[config.mk]
export PLATFORM = sky130hd
export DESIGN_NAME = m3i_queue
export DESIGN_NICKNAME = d
export VERILOG_FILES = /design/src/rtl/m3i_pkg.sv /design/src/rtl/m3i_queue.sv
export SDC_FILE = /design/constraint.sdc
export NUM_CORES = 2
export LEC_CHECK = 0
export BUFFER_PORTS_ARGS = -buffer_cell sky130_fd_sc_hd__buf_4
export CORE_AREA = 4 4 532 534
export DETAILED_ROUTE_END_ITERATION = 16
export DIE_AREA = 0 0 536 538
export SYNTH_ARGS = -nofsm -noshare
export SYNTH_HDL_FRONTEND = slang
export SYNTH_SLANG_ARGS = --single-unit
export TNS_END_PERCENT = 100
[constraint.sdc]
create_clock -name clk -period 18.55 [get_ports clk]
set_clock_uncertainty 0.15 [all_clocks]
set_input_delay 1.855 -clock clk [delete_from_list [all_inputs] [get_ports clk]]
set_output_delay 1.855 -clock clk [all_outputs]
set_load 0.1 [all_outputs]
[src/rtl/m3i_pkg.sv]
// shared constants, widths and the front-to-back request type of the 3x3 inverse unit
// no dependencies
`default_nettype none

package m3i_pkg;

    localparam int FRAC_BITS = 16;
    localparam int SHIFT     = 2 * FRAC_BITS;
    localparam int NE        = 9;
    localparam int EW        = 32;
    localparam int PW        = 2 * EW;
    localparam int CW        = PW + 1;
    localparam int CLW       = CW - EW;
    localparam int PLW       = EW + CLW + 1;
    localparam int DW        = EW + CW + 1;
    localparam int QB        = EW + 1;
    localparam int NS        = QB + 1;
    localparam int MW        = CW + SHIFT;
    localparam int RW        = DW + QB + 1;
    localparam int NF        = 7;
    localparam int QD        = 4;
    localparam int QAW       = $clog2(QD);

    // cofactor k = a[p]*a[q] - a[r]*a[s], adjugate in row-major order
    localparam logic [3:0] COF_IDX [NE][4] = '{
        '{4'd4, 4'd8, 4'd7, 4'd5}, '{4'd2, 4'd7, 4'd8, 4'd1}, '{4'd1, 4'd5, 4'd4, 4'd2},
        '{4'd5, 4'd6, 4'd8, 4'd3}, '{4'd0, 4'd8, 4'd6, 4'd2}, '{4'd2, 4'd3, 4'd5, 4'd0},
        '{4'd3, 4'd7, 4'd6, 4'd4}, '{4'd1, 4'd6, 4'd7, 4'd0}, '{4'd0, 4'd4, 4'd3, 4'd1}
    };

    typedef struct packed {
        logic [NE-1:0][CW-1:0] cof;
        logic [DW-1:0]         det;
        logic                  singular;
    } m3i_item_t;

endpackage

`default_nettype wire

[src/rtl/m3i_queue.sv]
// short request queue between the front and back pipelines
// depends on m3i_pkg
`default_nettype none

module m3i_queue import m3i_pkg::*;
(
    input  wire logic  clk,
    input  wire logic  rst_n,
    input  wire logic  push_valid,
    input  m3i_item_t  push_item,
    output logic       full,
    output logic       head_valid,
    output m3i_item_t  head_item,
    input  wire logic  pop
);

    m3i_item_t        mem_reg [QD];
    logic [QAW-1:0]   wr_ptr_reg;
    logic [QAW-1:0]   rd_ptr_reg;
    logic [QAW:0]     count_reg;
    logic [QAW:0]     count_next;
    logic             push;

    assign full       = (count_reg == (QAW+1)'(QD));
    assign head_valid = (count_reg != '0);
    assign head_item  = mem_reg[rd_ptr_reg];
    assign push       = push_valid && !full;

    always_comb
    begin
        count_next = count_reg;
        if (push && !pop)
        begin
            count_next = count_reg + 1'b1;
        end
        else if (pop && !push)
        begin
            count_next = count_reg - 1'b1;
        end
    end

    always_ff @(posedge clk or negedge rst_n)
    begin
        if (!rst_n)
        begin
            wr_ptr_reg <= '0;
            rd_ptr_reg <= '0;
            count_reg  <= '0;
        end
        else
        begin
            if (push)
            begin
                wr_ptr_reg <= wr_ptr_reg + 1'b1;
            end
            if (pop)
            begin
                rd_ptr_reg <= rd_ptr_reg + 1'b1;
            end
            count_reg <= count_next;
        end
    end

    always_ff @(posedge clk)
    begin
        if (push)
        begin
            mem_reg[wr_ptr_reg] <= push_item;
        end
    end

`ifndef NO_ASSERTIONS
    a_count_bound: assert property (@(posedge clk) disable iff (!rst_n)
        count_reg <= (QAW+1)'(QD))
        else $error("queue count beyond depth");
    a_pop_nonempty: assert property (@(posedge clk) disable iff (!rst_n)
        pop |-> head_valid)
        else $error("pop from empty queue");
    a_count_track: assert property (@(posedge clk) disable iff (!rst_n)
        (push && !pop) |=> count_reg == $past(count_reg) + 1'b1)
        else $error("queue count lost a push");
`endif

endmodule

`default_nettype wire

# == Yosys cells after proc, flatten, opt, wreduce, memory -nomap -nowiden ==
# Memories as Yosys holds them, arrays and structs flattened.
# Cells that the tools add are included.
# totals
memories,1
reg_bits,7
mem_bits_rw,2736
output_inout_bits,686
in_bits,688
# memory_table
memory,words,word_bits,rd,rd_clocked_by_memory_dff,wr,line_no,text
mem_reg,4,684,1,0,1,m3i_queue.sv:17,m3i_item_t mem_reg [QD];
# op_classes
n_mux,4
n_eq_ne,1
reduce_logical,8
add_sub_neg,4
# op_table
cell,n
$mux W3,2
$add A2 B1 Y2 const B,2
$add A3 B1 Y3 const B,1
$eq A3 B3 Y1 const B,1
$logic_and A1 B1 Y1,3
$logic_not A1 Y1,3
$reduce_bool A3 Y1,1
$sub A3 B1 Y3 const B,1
$mux W1,2
$reduce_bool A2 Y1,1

# == Longest topological paths before layout ==
# logic_depth
word_depth,7
ltp_mapped,9
depth_no_buf,8

# == Worst setup path before layout ==
# No wires, ideal clock.
# synth_timing
path_type,input port to flip-flop
start,input push_valid
end,memory mem_reg[2][0] in the netlist's numbering (enable)
required_time_ns,17.259
path_buffers,1
setup_time_ns,1.141
cell_stages,3
path_slack_ns,-0.401
arrival_ns,17.660
cell_sequence,nor2b_1 clkbuf_1 and2_1
# synth_between
elab_chain_len,3
# synth_rtl
element,line_no,text
from (decl),m3i_queue.sv:9,"input wire logic push_valid,"
$logic_and A1 B1 Y1,m3i_queue.sv:27,assign push = push_valid && !full;
named net push,m3i_queue.sv:22,logic push;
$mux W1,m3i_queue.sv:66,if (push)
$mux W1 (implied by the code),m3i_queue.sv:68,mem_reg[wr_ptr_reg] <= push_item;
to (decl),m3i_queue.sv:17,
# The timed path passes the listed nets, and every way through them passes these cells.

==> metrics.cfg <==
[yosys]
syn_area_per_cell_um2 = 27.47
ys_ff_latch = 2743
synth_nets = 4301
netlist.area_leader.share_pct = 82.91
seq_area_frac_synth_pct = 83.09
synth_edf_count = 2736
ys_top_cells_by_count = edfxtp_1, mux4_2, buf_2
synthFlopType = edfxtp_1
syn_inst = 3607
async_flop_share_pct = 0.2552
netlist_area_um2 = 99100
ys_warn_count = 0
yosysUniqueCellTypes = 20
synthTopCellsByArea = edfxtp_1, mux4_2, buf_6, buf_2, dfrtp_1
post-synth-top-count-cell = edfxtp_1
yosys.area.top_type = edfxtp_1

[clocking]
cts.clk_slew.worst_paths_ns = 0.06
post-cts-setup-buffers = 0
clockBufferDepth = 4
cts_tree = built
cts_hold_buf = 0
clkLatencyLatePin_ns = 0.84
numCtsBuffers = 293
root_buffer = clkbuf_16
cts_sinks = 2743
cts_resized = 0
htree_levels = 5

[sta]
post-route-period-util_pct = 43.26
worst-slew-pin-transition_ns = 1.127
final_max_slew_viol_count = 0
holdWs_ns = 0.3254
relSlewSlack_pct = 24.90
fin_crit_ns = 8.025
rsz0062_at_grt = no
fmax_mhz = 124.6
final_hold_viol_count = 0
setup-violations-final = 0

[grt]
grt_pass1_vias = 47270
grt_pass1_wl_um = 368300
grt_usage_pct = 17.92
grt_max_degree = 150
grt_antenna_before_repair = 123
grt_overflow = 0

[floorplanning]
rows = 194
dieArea_um2 = 288400
core_area_um2 = 278400
io_pins = 1374
fp.dieW_um = 536
initial_core_util_pct = 35.59
die_h_um = 538

[finish]
areaGrowthSynthToFinish_pct = 24.16
fin_nets = 5876
fill_cells = 23450
drive_gt1_share_pct = 46.78
finalNonFillerCells = 9175
largest_reg_flops = 2736

[route]
avgViaCountPerCell = 4.992
drt_first_pass_iters = 5
drc = 0
routed_wirelength_um = 267100
post_drt_wl_per_cell_um = 29.11
ant_nets = 0
drtIter0Drc = 4196
vias = 45810

[worst_setup_path]
critical_path.max_fanout = 44
endpoint_kind = output port
worstSetupStartpointType = flop
worstPathArrival_ns = 6.02
worst-setup-path-type = reg2out
required_ns = 16.55

[place]
placed_cells = 8611
io_buffer_count = 1373
place_hpwl_um = 181000
gp_congestion = 0.8134

[status]
outcome = complete, no violations

[hold_path]
hp-class = reg2reg

[job]
maxCapViolations = 0

-- cells in the final DEF (no fill, tap or decap) --
cell type	count
edfxtp_1	2736
buf_4	1420
mux4_2	684
clkbuf_16	294
clkbuf_1	65
clkinv_2	54
clkinv_1	53
diode_2	40
bufinv_16	19
clkinv_16	13
buf_12	13
clkinv_8	7
clkinvlp_4	7
inv_16	6
ha_1	5
dfrtp_1	5
inv_1	4
and2_4	4
xnor2_1	3
xor2_1	3
clkinv_4	3
mux2_2	2
inv_8	2
dfrtp_4	2
nor3b_1	1
nor2b_1	1
or3_1	1
nand2_1	1
nor2_1	1
fa_1	1
inv_6	1
-- through the flow --
stage                     setup TNS [ns]  util, %  setup slack (ns)  cell area, um^2
after global routing                   0    44.16             9.790           123000
after CTS                              0    44.16             10.08           122900
after floorplan                  -548.57        -           -0.4010            99100
after detailed placement               0    40.79             11.05           113600
final                                  0    44.19             10.53           123000
after global placement                 0    40.79             11.07           113600
-- cells by family after synthesis --
logic type	count (synthesis)	synth area share [%]
xor+xnor	6	0.05304
fa+ha+maj	6	0.08333
buf+inv	157	1.157
flops	2743	83.09
mux	686	15.57
simple gates	9	0.05303
-- final timing paths --
| check | startpoint | to | slack [ns] | cells after the start |
|---|---|---|---|---|
| setup reg to reg | count_reg[2] | mem_reg[2][243] | 13.04 | 7 |
| max in group asynchronous | rst_n | rd_ptr_reg[0] | 17.24 | 1 |
| setup / recovery | rd_ptr_reg[0] | head_item[35] | 10.53 | 6 |
| min in group asynchronous | rst_n | rd_ptr_reg[1] | 0.74 | 1 |
| hold / removal | count_reg[2] | count_reg[2] | 0.33 | 1 |
| hold reg to reg | count_reg[2] | count_reg[2] | 0.33 | 1 |
-- per-layer routing --
metal  vias to the layer above  part of all wire, %  GRT usage (%)
met4                       120                  3.3          5.391
met1                     24230                   36          21.92
met5                         -                 0.31              0
met2                      1915                   47          28.07
li1                      19050                    -              -
met3                       490                   13          8.815
-- worst max-delay path, stage by stage, from the launching register on --
cell	delay (ns)
dfrtp_4	0.94
buf_4	0.73
buf_4	0.82
buf_4	0.83
buf_4	0.78
mux4_2	0.65
buf_4	0.26
-- final cells by class --
class                           count  area [um^2]  area share (%)
Clock buffer                      359         7601           6.178
Antenna cell                       40        100.1         0.08135
Multi-Input combinational cell    707        15630           12.70
Clock inverter                    165         1774           1.442
Inverter                            4        15.01         0.01220
Sequential cell                  2743        82340           66.92
Tap cell                         3724         4659           3.787
Timing Repair Buffer             1433        10920           8.876
Power is left out: the tool's default activity adds up to more than one toggle a clock period on the data nets, which glitch-free logic cannot reach.
